File: src/rtl/lcdnq_pkg.sv
`timescale 1ns / 1ps
// ---------------------------------------------------------------------------
// lcdnq_pkg: shared types and constants
// Kind codes, queue sizes and the command word that travels from the front
// end to the back end of the character LCD nibble queue.
// ---------------------------------------------------------------------------
package lcdnq_pkg;

    // nibble ring store
    localparam int QUEUE_DEPTH = 256;
    localparam int PTR_W       = $clog2(QUEUE_DEPTH);
    localparam int CNT_W       = $clog2(QUEUE_DEPTH + 1);
    localparam int ENTRY_W     = 5;
    localparam int LEVEL_W     = 9;

    // command queue between front and back
    localparam int CMDQ_DEPTH  = 2;
    localparam int CMDQ_PTR_W  = $clog2(CMDQ_DEPTH);
    localparam int CMDQ_CNT_W  = $clog2(CMDQ_DEPTH + 1);

    // input kinds
    localparam logic [1:0] KIND_COMMAND = 2'd0;
    localparam logic [1:0] KIND_DATA    = 2'd1;
    localparam logic [1:0] KIND_CURSOR  = 2'd2;
    localparam logic [1:0] KIND_TICK    = 2'd3;

    // lcd constants
    localparam logic [7:0] ROW0_BASE = 8'h80;
    localparam logic [7:0] ROW1_BASE = 8'hC0;

    typedef struct packed {
        logic       is_tick;
        logic       is_data;
        logic [7:0] payload;
    } cmd_t;

    typedef struct packed {
        logic full;
        logic empty;
    } cmdq_status_t;

endpackage

File: src/rtl/lcdnq_ram.sv
`timescale 1ns / 1ps
// ---------------------------------------------------------------------------
// lcdnq_ram: generic simple dual-port ram
// One write port, one read port with registered read data.
// ---------------------------------------------------------------------------
module lcdnq_ram #(
    parameter int WIDTH = 8,
    parameter int DEPTH = 16
) (
    input  logic                     clk,
    input  logic                     we,
    input  logic [$clog2(DEPTH)-1:0] waddr,
    input  logic [WIDTH-1:0]         wdata,
    input  logic                     re,
    input  logic [$clog2(DEPTH)-1:0] raddr,
    output logic [WIDTH-1:0]         rdata
);

    logic [WIDTH-1:0] mem [DEPTH];
    logic [WIDTH-1:0] rdata_reg;

    always_ff @(posedge clk)
    begin
        if (we)
        begin
            mem[waddr] <= wdata;
        end
        if (re)
        begin
            rdata_reg <= mem[raddr];
        end
    end

    assign rdata = rdata_reg;

endmodule

File: src/rtl/lcdnq_front.sv
`timescale 1ns / 1ps
// ---------------------------------------------------------------------------
// lcdnq_front: input classifier
// Accepts items, turns cursor positions into set-address commands and hands
// one command word per transfer to the command queue.
// ---------------------------------------------------------------------------
module lcdnq_front (
    input  logic                  start,
    output logic                  busy,
    input  logic [1:0]            kind,
    input  logic [7:0]            value,
    input  logic                  row,
    input  logic [5:0]            column,
    input  lcdnq_pkg::cmdq_status_t q_status,
    output logic                  push_valid,
    output lcdnq_pkg::cmd_t       push_cmd
);

    logic [7:0] cursor_byte;

    assign busy       = q_status.full;
    assign push_valid = start && !q_status.full;

    // base plus a 6-bit column never carries out of 8 bits
    assign cursor_byte = (row ? lcdnq_pkg::ROW1_BASE : lcdnq_pkg::ROW0_BASE)
                         + {2'b00, column};

    always_comb
    begin
        push_cmd = '0;
        unique case (kind)
            lcdnq_pkg::KIND_COMMAND:
            begin
                push_cmd.payload = value;
            end
            lcdnq_pkg::KIND_DATA:
            begin
                push_cmd.is_data = 1'b1;
                push_cmd.payload = value;
            end
            lcdnq_pkg::KIND_CURSOR:
            begin
                push_cmd.payload = cursor_byte;
            end
            lcdnq_pkg::KIND_TICK:
            begin
                push_cmd.is_tick = 1'b1;
            end
            default:
            begin
                push_cmd = '0;
            end
        endcase
    end

endmodule

File: src/rtl/lcdnq_cmdq.sv
`timescale 1ns / 1ps
// ---------------------------------------------------------------------------
// lcdnq_cmdq: command queue
// Short flop-based fifo that lets the front end take items while the back
// end is still writing or reading the nibble store.
// ---------------------------------------------------------------------------
module lcdnq_cmdq (
    input  logic                    clk,
    input  logic                    rst_n,
    input  logic                    push,
    input  lcdnq_pkg::cmd_t         push_cmd,
    input  logic                    pop,
    output lcdnq_pkg::cmd_t         head,
    output lcdnq_pkg::cmdq_status_t status
);

    lcdnq_pkg::cmd_t                   entries_reg [lcdnq_pkg::CMDQ_DEPTH];
    logic [lcdnq_pkg::CMDQ_PTR_W-1:0]  wr_ptr_reg, wr_ptr_next;
    logic [lcdnq_pkg::CMDQ_PTR_W-1:0]  rd_ptr_reg, rd_ptr_next;
    logic [lcdnq_pkg::CMDQ_CNT_W-1:0]  count_reg, count_next;
    logic                              do_push, do_pop;

    localparam logic [lcdnq_pkg::CMDQ_PTR_W-1:0] LAST_IDX =
        lcdnq_pkg::CMDQ_PTR_W'(lcdnq_pkg::CMDQ_DEPTH - 1);
    localparam logic [lcdnq_pkg::CMDQ_CNT_W-1:0] FULL_CNT =
        lcdnq_pkg::CMDQ_CNT_W'(lcdnq_pkg::CMDQ_DEPTH);

    assign status.full  = (count_reg == FULL_CNT);
    assign status.empty = (count_reg == '0);
    assign do_push      = push && !status.full;
    assign do_pop       = pop && !status.empty;
    assign head         = entries_reg[rd_ptr_reg];

    always_comb
    begin
        wr_ptr_next = wr_ptr_reg;
        rd_ptr_next = rd_ptr_reg;
        count_next  = count_reg;
        if (do_push)
        begin
            wr_ptr_next = (wr_ptr_reg == LAST_IDX) ? '0 : wr_ptr_reg + 1'b1;
        end
        if (do_pop)
        begin
            rd_ptr_next = (rd_ptr_reg == LAST_IDX) ? '0 : rd_ptr_reg + 1'b1;
        end
        if (do_push && !do_pop)
        begin
            count_next = count_reg + 1'b1;
        end
        else if (do_pop && !do_push)
        begin
            count_next = count_reg - 1'b1;
        end
    end

    always_ff @(posedge clk or negedge rst_n)
    begin
        if (!rst_n)
        begin
            wr_ptr_reg <= '0;
            rd_ptr_reg <= '0;
            count_reg  <= '0;
        end
        else
        begin
            wr_ptr_reg <= wr_ptr_next;
            rd_ptr_reg <= rd_ptr_next;
            count_reg  <= count_next;
        end
    end

    always_ff @(posedge clk)
    begin
        if (do_push)
        begin
            entries_reg[wr_ptr_reg] <= push_cmd;
        end
    end

endmodule

File: src/rtl/lcdnq_back.sv
`timescale 1ns / 1ps
// ---------------------------------------------------------------------------
// lcdnq_back: nibble store sequencer
// Splits queued bytes into two tagged nibbles written to the ring store and
// serves ticks by reading the oldest nibble into the result registers, or idle if empty.
// ---------------------------------------------------------------------------
module lcdnq_back (
    input  logic                        clk,
    input  logic                        rst_n,
    input  lcdnq_pkg::cmd_t             head,
    input  lcdnq_pkg::cmdq_status_t     q_status,
    output logic                        pop,
    output logic                        done,
    output logic [3:0]                  nibble,
    output logic                        register_select,
    output logic                        enable_pulse,
    output logic [lcdnq_pkg::LEVEL_W-1:0] queue_level
);

    localparam logic [1:0] ST_IDLE    = 2'd0;
    localparam logic [1:0] ST_PUSH_LO = 2'd1;
    localparam logic [1:0] ST_TICK_RD = 2'd2;

    localparam logic [lcdnq_pkg::PTR_W-1:0] LAST_PTR =
        lcdnq_pkg::PTR_W'(lcdnq_pkg::QUEUE_DEPTH - 1);
    localparam logic [lcdnq_pkg::CNT_W-1:0] PUSH_LIMIT =
        lcdnq_pkg::CNT_W'(lcdnq_pkg::QUEUE_DEPTH - 2);

    logic [1:0]                         state_reg, state_next;
    logic [lcdnq_pkg::PTR_W-1:0]        wp_reg, wp_next;
    logic [lcdnq_pkg::PTR_W-1:0]        rp_reg, rp_next;
    logic [lcdnq_pkg::CNT_W-1:0]        count_reg, count_next;
    logic [lcdnq_pkg::ENTRY_W-1:0]      lo_reg, lo_next;
    logic                               done_reg, done_next;
    logic [3:0]                         nibble_reg, nibble_next;
    logic                               rs_reg, rs_next;
    logic                               en_reg, en_next;
    logic [lcdnq_pkg::LEVEL_W-1:0]      level_reg, level_next;

    logic                               ram_we, ram_re;
    logic [lcdnq_pkg::PTR_W-1:0]        ram_waddr;
    logic [lcdnq_pkg::ENTRY_W-1:0]      ram_wdata, ram_rdata;

    lcdnq_ram #(
        .WIDTH (lcdnq_pkg::ENTRY_W),
        .DEPTH (lcdnq_pkg::QUEUE_DEPTH)
    ) u_store (
        .clk   (clk),
        .we    (ram_we),
        .waddr (ram_waddr),
        .wdata (ram_wdata),
        .re    (ram_re),
        .raddr (rp_reg),
        .rdata (ram_rdata)
    );

    assign ram_waddr = wp_reg;
    assign pop       = (state_reg == ST_IDLE) && !q_status.empty;

    always_comb
    begin
        state_next  = state_reg;
        wp_next     = wp_reg;
        rp_next     = rp_reg;
        count_next  = count_reg;
        lo_next     = lo_reg;
        done_next   = 1'b0;
        nibble_next = nibble_reg;
        rs_next     = rs_reg;
        en_next     = en_reg;
        level_next  = level_reg;
        ram_we      = 1'b0;
        ram_re      = 1'b0;
        ram_wdata   = lo_reg;

        unique case (state_reg)
            ST_IDLE:
            begin
                if (pop)
                begin
                    if (head.is_tick)
                    begin
                        if (count_reg == '0)
                        begin
                            // empty queue: idle result right away
                            done_next   = 1'b1;
                            nibble_next = '0;
                            rs_next     = 1'b0;
                            en_next     = 1'b0;
                            level_next  = '0;
                        end
                        else
                        begin
                            ram_re     = 1'b1;
                            rp_next    = (rp_reg == LAST_PTR) ? '0 : rp_reg + 1'b1;
                            count_next = count_reg - 1'b1;
                            state_next = ST_TICK_RD;
                        end
                    end
                    else if (count_reg <= PUSH_LIMIT)
                    begin
                        // high nibble now, low nibble next cycle
                        ram_we     = 1'b1;
                        ram_wdata  = {head.is_data, head.payload[7:4]};
                        lo_next    = {head.is_data, head.payload[3:0]};
                        wp_next    = (wp_reg == LAST_PTR) ? '0 : wp_reg + 1'b1;
                        count_next = count_reg + 1'b1;
                        state_next = ST_PUSH_LO;
                    end
                end
            end
            ST_PUSH_LO:
            begin
                ram_we     = 1'b1;
                ram_wdata  = lo_reg;
                wp_next    = (wp_reg == LAST_PTR) ? '0 : wp_reg + 1'b1;
                count_next = count_reg + 1'b1;
                state_next = ST_IDLE;
            end
            ST_TICK_RD:
            begin
                done_next   = 1'b1;
                nibble_next = ram_rdata[3:0];
                rs_next     = ram_rdata[4];
                en_next     = 1'b1;
                level_next  = lcdnq_pkg::LEVEL_W'(count_reg);
                state_next  = ST_IDLE;
            end
            default:
            begin
                state_next = ST_IDLE;
            end
        endcase
    end

    always_ff @(posedge clk or negedge rst_n)
    begin
        if (!rst_n)
        begin
            state_reg <= ST_IDLE;
            wp_reg    <= '0;
            rp_reg    <= '0;
            count_reg <= '0;
            done_reg  <= 1'b0;
        end
        else
        begin
            state_reg <= state_next;
            wp_reg    <= wp_next;
            rp_reg    <= rp_next;
            count_reg <= count_next;
            done_reg  <= done_next;
        end
    end

    always_ff @(posedge clk)
    begin
        lo_reg     <= lo_next;
        nibble_reg <= nibble_next;
        rs_reg     <= rs_next;
        en_reg     <= en_next;
        level_reg  <= level_next;
    end

    assign done            = done_reg;
    assign nibble          = nibble_reg;
    assign register_select = rs_reg;
    assign enable_pulse    = en_reg;
    assign queue_level     = level_reg;

    // store never holds more than its depth
    a_count_bound: assert property (@(posedge clk) disable iff (!rst_n)
        count_reg <= lcdnq_pkg::CNT_W'(lcdnq_pkg::QUEUE_DEPTH))
        else $error("nibble count exceeds store depth");

    // a read issued for a tick always comes back as a strobed result
    a_tick_result: assert property (@(posedge clk) disable iff (!rst_n)
        state_reg == ST_TICK_RD |=> done_reg && en_reg)
        else $error("tick read did not produce a strobed result");

    // low nibble write only ever follows the high nibble write
    a_push_order: assert property (@(posedge clk) disable iff (!rst_n)
        state_reg == ST_PUSH_LO |-> $past(state_reg == ST_IDLE))
        else $error("low nibble write without high nibble");

    // an idle tick reports an empty queue
    a_idle_tick: assert property (@(posedge clk) disable iff (!rst_n)
        done_reg && !en_reg |-> level_reg == '0 && nibble_reg == '0)
        else $error("idle tick with nonzero fields");

    // no new command is taken while a byte or tick is mid-flight
    a_no_pop_busy: assert property (@(posedge clk) disable iff (!rst_n)
        state_reg != ST_IDLE |-> !pop)
        else $error("command popped while sequencer busy");

endmodule

File: src/rtl/character_lcd_nibble_queue.sv
`timescale 1ns / 1ps
// ---------------------------------------------------------------------------
// character_lcd_nibble_queue: 4-bit character lcd write queue
// Queues command, data and cursor bytes as tagged nibbles in a ring store and
// pops one nibble per tick onto the lcd pin values.
//
//   channel   handshake        payload
//   -------   --------------   ---------------------------------------------
//   input     start / busy     kind, value, row, column
//   result    done (strobe)    nibble, register_select, enable_pulse,
//                              queue_level
//
// a byte push makes two writes into the single-write-port nibble store in the
// back end; a tick reads the store through its registered read port, and an
// idle tick skips the read. a two-entry command queue lets the front end take
// items while the back end works; busy is high while that queue is full.
// reset clears pointers, counts and control; the store needs no clearing.
// a tick result shows on the ports when done rises and stays there until the
// next tick result; the receiver cannot stall it.
// ---------------------------------------------------------------------------
module character_lcd_nibble_queue (
    input  logic                          clk,
    input  logic                          rst_n,
    input  logic                          start,
    output logic                          busy,
    input  logic [1:0]                    kind,
    input  logic [7:0]                    value,
    input  logic                          row,
    input  logic [5:0]                    column,
    output logic                          done,
    output logic [3:0]                    nibble,
    output logic                          register_select,
    output logic                          enable_pulse,
    output logic [lcdnq_pkg::LEVEL_W-1:0] queue_level
);

    lcdnq_pkg::cmdq_status_t q_status;
    lcdnq_pkg::cmd_t         push_cmd;
    lcdnq_pkg::cmd_t         head;
    logic                    push_valid;
    logic                    pop;

    lcdnq_front u_front (
        .start      (start),
        .busy       (busy),
        .kind       (kind),
        .value      (value),
        .row        (row),
        .column     (column),
        .q_status   (q_status),
        .push_valid (push_valid),
        .push_cmd   (push_cmd)
    );

    lcdnq_cmdq u_cmdq (
        .clk      (clk),
        .rst_n    (rst_n),
        .push     (push_valid),
        .push_cmd (push_cmd),
        .pop      (pop),
        .head     (head),
        .status   (q_status)
    );

    lcdnq_back u_back (
        .clk             (clk),
        .rst_n           (rst_n),
        .head            (head),
        .q_status        (q_status),
        .pop             (pop),
        .done            (done),
        .nibble          (nibble),
        .register_select (register_select),
        .enable_pulse    (enable_pulse),
        .queue_level     (queue_level)
    );

endmodule

File: config.mk
export PLATFORM = sky130hd
export DESIGN_NAME = character_lcd_nibble_queue
export DESIGN_NICKNAME = d
export VERILOG_FILES = /design/src/rtl/lcdnq_pkg.sv /design/src/rtl/lcdnq_ram.sv /design/src/rtl/lcdnq_front.sv /design/src/rtl/lcdnq_cmdq.sv /design/src/rtl/lcdnq_back.sv /design/src/rtl/character_lcd_nibble_queue.sv
export SDC_FILE = /design/constraint.sdc
export NUM_CORES = 1
export LEC_CHECK = 0
export BUFFER_PORTS_ARGS = -buffer_cell sky130_fd_sc_hd__buf_2
export CORE_MARGIN = 10
export CORE_UTILIZATION = 65
export DETAILED_ROUTE_END_ITERATION = 6
export PLACE_DENSITY = 0.81
export SLEW_MARGIN = 0
export SYNTH_ARGS = -nofsm -noshare
export SYNTH_HDL_FRONTEND = slang
export SYNTH_HIERARCHICAL = 1
export SYNTH_SLANG_ARGS = --single-unit
File: constraint.sdc
create_clock -name clk -period 12 [get_ports clk]
set_input_delay 0.6 -clock clk [delete_from_list [all_inputs] [get_ports clk]]
set_output_delay 0.6 -clock clk [all_outputs]
set_load 0.01 [all_outputs]
==> results.sh, run 1 <==
export IMPL_status="finished, violations left"
export IMPL_violations="design-rule violations"
export IMPL_antenna_found_initial=9
export IMPL_slowest_delay_ps=1030
export IMPL_end_kind="flip-flop"
export IMPL_cp_endpoint="u_back/u_store/rdata[3]$_DFFE_PP_"
export IMPL_p_sw_uw=4690
export IMPL_postRouteWirelength_mm=135
export IMPL_cts_resized=0
export IMPL_seqPwrFrac=0.442
export IMPL_powerDensity_nw_per_um2=246
export IMPL_relSlewSlack=0.130
export IMPL_synthFlopType="edfxtp_1"
export IMPL_synth_seq_cells=1357
export IMPL_synthDistinctLibCells=71
export IMPL_place_area_um2=54800
export IMPL_ys_top_cells_by_area="edfxtp_1, mux4_2, nor2_1, mux2i_1, dfrtp_1"
export IMPL_numClockSinks=1357
export IMPL_die_w_um=307
export IMPL_finalClockSkew_ps=23.8
export IMPL_first_iter_violations=4616
export IMPL_fin_area_um2=59100
export IMPL_path_buf_inv=2
export IMPL_power_uw=14600
export IMPL_antenna_left=0
export IMPL_max_freq_ghz=0.199
export IMPL_synthArstFlopShare=0.0236
export IMPL_hp_class="input port to flip-flop"
export IMPL_vias=29100
export IMPL_h_tree_depth=4
export IMPL_cts_root_buf="clkbuf_16"
export IMPL_swShare=0.322
export IMPL_routed_via_density=7.29
export IMPL_min_period_ps=5030
export IMPL_combinationalPowerShare=0.279
export IMPL_max_slew_worst_pin_slew_ps=1300
export IMPL_clk_latency_ps=730
export IMPL_numCtsBuffers=132
export IMPL_rr_endpoint="u_back/u_store/rdata[3]$_DFFE_PP_"
export IMPL_grt_overflow_total=0
export IMPL_num_rows=105
export IMPL_grt_max_degree=160
export IMPL_slew_violations=0
export IMPL_io_buffers=36
export IMPL_worstPathCellList="buf_4, buf_4, mux4_2, a22oi_1, a21oi_1, nor4_1, a31oi_1, a221o_1"
export IMPL_crit_slowest_cell="dfrtp_4"
export IMPL_synthToLayoutAreaGrowth_pct=10.0
export IMPL_critPathArrivalTime_ps=5500
export IMPL_post_route_period_util=0.419
export IMPL_synth_common_cells="edfxtp_1, nor2_1, mux4_2"
export IMPL_drive_gt1_frac=0.204
export IMPL_clockBufferDepth=3
export IMPL_yosysSeqAreaShare=0.756
export IMPL_track_usage=0.290
export IMPL_cp_depth=8
export IMPL_ir_drop_mv=0.223
export IMPL_cts_tree="built"
export IMPL_post_cts_buffers=0
export IMPL_synth_area_um2=53700
export IMPL_start_util=0.655
export IMPL_intPower_uw=9870
export IMPL_crit_family="buffers and inverters"
export IMPL_wl_per_cell_um=33.9
export IMPL_fp_dieH_um=307
export IMPL_finalHoldViolations=0
export IMPL_crit_top_cell="buf_4"
export IMPL_p_leak_uw=0.0184
export IMPL_crit_type="flip-flop to flip-flop"
export IMPL_grt_pass1_vias=29200
export IMPL_cap_violations=0
export IMPL_synth_edf_count=1325
export IMPL_r2r_slack_ps=6970
export IMPL_ioPinCount=37
export IMPL_num_nets_final=2837
export IMPL_yosys_warnings=6
export IMPL_rsz0062_at_grt="false"
export IMPL_power_frac_clock=0.279
export IMPL_fp_dieArea_um2=94500
export IMPL_crit_start="u_back/rp_reg[0]$_DFFE_PN0P_"
export IMPL_synth_cells=2767
export IMPL_core_area_um2=82000
export IMPL_worstSetupStartpointType="flip-flop"
export IMPL_crit_fanout=47
export IMPL_largest_reg_flops=1280
export IMPL_synth_top_area_frac=0.741
export IMPL_drc=14
export IMPL_fin_tns_setup_ps=0
export IMPL_avgSynthCellArea_um2=19.4
export IMPL_hpwl_mm=77.8
export IMPL_synth_most_common_cell="edfxtp_1"
export IMPL_clk_pin_slew_ps=70
export IMPL_r2r_start="u_back/rp_reg[0]$_DFFE_PN0P_"
export IMPL_grt_pass1_wl_mm=200
export IMPL_finalCoreUtilization=0.721
export IMPL_r2r_cells=8
export IMPL_fin_hold_ws_ps=186
export IMPL_place_gp_congestion=0.888
export IMPL_drt_pass1_iterations=7
export IMPL_synth_area_leader_cell="edfxtp_1"
export IMPL_setup_viol=0
export IMPL_required_ps=12480
export IMPL_synth_nets=2794
## area by class of cell
class	instances	area, um2
well taps	1070	1340
inverters	16	60.1
repair buffers	72	465
multi-input cells	1231	12400
flip-flops and latches	1357	40600
diodes	2	5.00
clock inverters	78	694
clock buffers	163	3550
fillers	4399	22900
## placed cells by master, fill, tap and decap left out, drive strengths merged, types with 10 or more instances in the layout
cell / synthesis / final
edfxtp: 1325 / 1325
and2: 19 / 19
nand4: 18 / 18
clkbuf: 91 / 163
nand2: 66 / 66
nor2b: 21 / 21
o221ai: 10 / 10
a22o: 13 / 13
xnor2: 10 / 10
dfrtp: 32 / 32
o22ai: 35 / 35
xor2: 10 / 10
a22oi: 47 / 47
a21oi: 30 / 30
nor4: 18 / 18
o21ai: 28 / 28
nor3: 20 / 20
nor2: 302 / 302
nand2b: 13 / 13
clkinv: 0 / 60
mux2: 20 / 20
buf: 72 / 71
mux2i: 96 / 96
mux4: 289 / 289
a211oi: 11 / 11
nand3: 49 / 49
a31oi: 12 / 12
inv: 16 / 21
## layer usage
metal,part of all wire,GRT usage,vias up,wire length [um]
met5,0.00032,0,-,43
met4,0.056,0.151,8,7620
met3,0.14,0.0880,490,18400
met2,0.47,0.446,2491,63700
met1,0.34,0.376,14700,45300
li1,-,-,11400,-
## worst register-to-register path: cells and delay by family (launching register included)
family | cells | cell delay (ps)
AO/OA/AOI/OAI | 4 | 780
buffers and inverters | 2 | 1580
multiplexers | 1 | 680
flip-flops | 1 | 1030
AND/OR/NAND/NOR | 1 | 730
## metrics by stage
step           cells  setup slack [ps]
4_1_cts         3987              6960
5_1_grt         3987              6590
6_report        3989              6970
3_5_place_dp    3745              6960
3_3_place_gp    3745              7010
2_1_floorplan   2767              8210
## kinds of logic after synthesis
kind of cell,Yosys count,share of synthesized area
adder cells (fa/ha/maj),7,0.00163
buffers and inverters,179,0.0162
XOR/XNOR,20,0.00326
flip-flops,1357,0.756
AO/OA/AOI/OAI,245,0.0325
multiplexers,405,0.143
AND/OR/NAND/NOR,554,0.0473
## power by group through the flow
| stage | combinational, uW | clock (uW) | sequential [uW] |
|---|---|---|---|
| floorplan | 2670 | 0 | 6450 |
| global placement | 3790 | 0 | 6510 |
| detailed placement | 3920 | 0 | 6530 |
| CTS | 3990 | 4100 | 6430 |
| global route | 4250 | 4270 | 6460 |
| finish | 4050 | 4060 | 6440 |
## worst min-delay path by stage
stage | start | endpoint | slack, ps | cells after the start
2_1_floorplan | rst_n | u_back/count_reg[0]$_DFFE_PN0P_ | 300 | 0
3_3_place_gp | u_cmdq/wr_ptr_reg$_DFFE_PN0P_ | u_cmdq/wr_ptr_reg$_DFFE_PN0P_ | 480 | 1
3_5_place_dp | u_cmdq/wr_ptr_reg$_DFFE_PN0P_ | u_cmdq/wr_ptr_reg$_DFFE_PN0P_ | 500 | 1
4_1_cts | column[3] | u_cmdq/entries_reg[1][3]$_DFFE_PP_ | 150 | 2
5_1_grt | value[7] | u_cmdq/entries_reg[1][7]$_DFFE_PP_ | 170 | 2
6_report | value[7] | u_cmdq/entries_reg[1][7]$_DFFE_PP_ | 190 | 2
## repair_timing
action,4_1_cts,5_1_grt
hold buffers,1,0
hold endpoints to repair,32,0
endpoints found under the setup margin,0,0
Note: power is estimated with default switching activity, not from simulation.
==> inputs of run 2 (changes only) <==
- CORE_UTILIZATION: 65 -> 63
- PLACE_DENSITY: 0.81 -> 0.79
- clock period: 12 -> 5.2 ns (I/O delays scaled with it)
==> run 2 against run 1 <==
Compared with the run above:
- the flow still finishes with violations (design-rule violations)
- setup slack worse by 6500 ps
- sequential share of layout area down 0.72 points
- first-iteration DRC count decreased by 5.5%
- total power rose by 130%
- final cell count is 3.1% higher
- largest power group unchanged
- die area is 3.0% higher
- fmax is 6.0% higher
- clock skew increased by 5.6 ps
- largest cell class unchanged
==> results.sh, run 2 (same netlist as run 1, synthesis figures left out) <==
export IMPL_wl_per_cell_um=32.3
export IMPL_grt_overflow_total=0
export IMPL_clockBufferDepth=3
export IMPL_intPower_uw=23000
export IMPL_top_layer="met5"
export IMPL_numCtsBuffers=133
export IMPL_min_period_ps=4740
export IMPL_postRouteWirelength_mm=133
export IMPL_grt_pass1_wl_mm=196
export IMPL_swShare=0.320
export IMPL_clk_pin_slew_ps=60
export IMPL_drt_pass1_iterations=7
export IMPL_ioPinCount=37
export IMPL_slowest_delay_ps=970
export IMPL_antenna_left=0
export IMPL_violations="design-rule violations"
export IMPL_layout_cells_non_filler=4111
export IMPL_slew_violations=0
export IMPL_grt_max_degree=133
export IMPL_post_route_period_util=0.912
export IMPL_synthToLayoutAreaGrowth_pct=11.2
export IMPL_post_cts_buffers=0
export IMPL_die_w_um=312
export IMPL_powerDensity_nw_per_um2=567
export IMPL_setup_viol=0
export IMPL_worstSetupStartpointType="flip-flop"
export IMPL_crit_slowest_cell="nand4_1"
export IMPL_rsz0062_at_grt="false"
export IMPL_combinationalPowerShare=0.286
export IMPL_cap_violations=0
export IMPL_num_nets_final=2890
export IMPL_seqPwrFrac=0.437
export IMPL_clk_latency_ps=730
export IMPL_place_gp_congestion=0.888
export IMPL_finalClockSkew_ps=29.5
export IMPL_cts_tree="built"
export IMPL_max_slew_worst_pin_slew_ps=1300
export IMPL_ctsHoldBuffers=19
export IMPL_met2_length_mm=63.9
export IMPL_max_freq_ghz=0.211
export IMPL_final_cell_mix="edfxtp_1, nor2_1, mux4_2, clkbuf_16, mux2i_1"
export IMPL_core_area_um2=84900
export IMPL_wl_met3_mm=15.8
export IMPL_hp_class="input port to asynchronous set/reset pin"
export IMPL_track_usage=0.273
export IMPL_p_leak_uw=0.0187
export IMPL_vias=29000
export IMPL_ir_drop_mv=0.599
export IMPL_cts_resized=0
export IMPL_io_buffers=36
export IMPL_drive_gt1_frac=0.207
export IMPL_antenna_found_initial=4
export IMPL_relSlewSlack=0.136
export IMPL_num_fill_cells=4869
export IMPL_crit_type="flip-flop to flip-flop"
export IMPL_fin_tns_setup_ps=0
export IMPL_fp_dieArea_um2=97300
export IMPL_crit_fanout=13
export IMPL_grt_pass1_vias=29300
export IMPL_place_inst=3853
export IMPL_end_kind="flip-flop"
export IMPL_largest_reg_flops=1280
export IMPL_p_sw_uw=10800
export IMPL_cts_root_buf="clkbuf_16"
export IMPL_num_rows=107
export IMPL_fp_dieH_um=312
export IMPL_first_iter_violations=4363
export IMPL_numClockSinks=1357
export IMPL_required_ps=5580
export IMPL_critPathArrivalTime_ps=5120
export IMPL_hpwl_mm=79.5
export IMPL_m1WireLength_mm=46.0
export IMPL_start_util=0.633
export IMPL_drc=26
export IMPL_power_frac_clock=0.277
export IMPL_finalHoldViolations=0
export IMPL_h_tree_depth=4
export IMPL_routed_via_density=7.05
export IMPL_worstPathCellList="mux2_1, or4_4, a31oi_4, nor2_4, inv_1, nand4_1, buf_4, nor2_1"
export IMPL_final_common_cell="edfxtp_1"
export IMPL_status="finished, violations left"
## run 2: cell types whose count changed in the layout (fill, tap and decap cells not counted), moves of 2 or more
| cell | change |
|---|---|
| buf_12 | +13 |
| buf_4 | +21 |
| bufinv_16 | +2 |
| clkbuf_1 | +3 |
| clkbuf_16 | -2 |
| clkinv_2 | -5 |
| clkinv_4 | -3 |
| dlygate4sd3_1 | +18 |
| inv_6 | +2 |
| nand3_1 | +9 |
| nand3_2 | -9 |
## run 2: power by group through the flow
stage	Clock, uW	Combinational, uW	Sequential (uW)
after floorplan	0	6170	14900
after global placement	0	9180	15000
after detailed placement	0	9450	15000
after CTS	9460	9590	14800
after global routing	9870	10100	14800
final	9370	9700	14800
## run 2: worst paths after layout
check | from | endpoint | slack [ps] | cells past startpoint
worst max-delay path | u_cmdq/rd_ptr_reg$_DFFE_PN0P_ | u_back/u_store/mem[77][1]$_DFFE_PP_ | 460 | 8
worst min-delay path | rst_n | u_back/count_reg[7]$_DFFE_PN0P_ | 160 | 2
worst max register to register | u_cmdq/rd_ptr_reg$_DFFE_PN0P_ | u_back/u_store/mem[77][1]$_DFFE_PP_ | 460 | 8
worst min register to register | u_cmdq/wr_ptr_reg$_DFFE_PN0P_ | u_cmdq/wr_ptr_reg$_DFFE_PN0P_ | 520 | 1
max in group asynchronous | rst_n | u_back/rp_reg[0]$_DFFE_PN0P_ | 4430 | 2
min in group clk | value[6] | u_cmdq/entries_reg[0][6]$_DFFE_PP_ | 400 | 3
## run 2: per-stage QoR
step | area, um2 | hold slack [ps] | setup slack, ps | power (uW) | utilization
after detailed placement | 55300 | 385 | 692 | 24400 | 0.651
after CTS | 59700 | 162 | 632 | 33800 | 0.703
after global routing | 59700 | 212 | 441 | 34800 | 0.703
final | 59700 | 160 | 459 | 33900 | 0.703
after floorplan | 53700 | -35.6 | 1410 | 21000 | -
after global placement | 55300 | 370 | 908 | 24100 | 0.651
## run 2: cell type report
type	instances	area, um2	area share
Inverter	16	60.1	0.00101
Sequential cell	1357	40600	0.680
Clock inverter	73	704	0.0118
Antenna cell	1	2.50	0.0000419
Clock buffer	165	3520	0.0590
Tap cell	1144	1430	0.0240
Multi-Input combinational cell	1231	12300	0.206
Timing Repair Buffer	124	1060	0.0178
## run 2: per-layer routing
metal	global-route usage	vias to the layer above
li1	-	11500
met1	0.363	14800
met2	0.431	2231
met3	0.0637	422
met4	0.128	6
met5	0	-
## run 2: critical path: cells and delay by family, from the launching register on
family | cells | cell delay (ps)
flops | 1 | 650
buf+inv | 2 | 900
mux | 1 | 510
simple gates | 4 | 2100
compound gates | 1 | 210
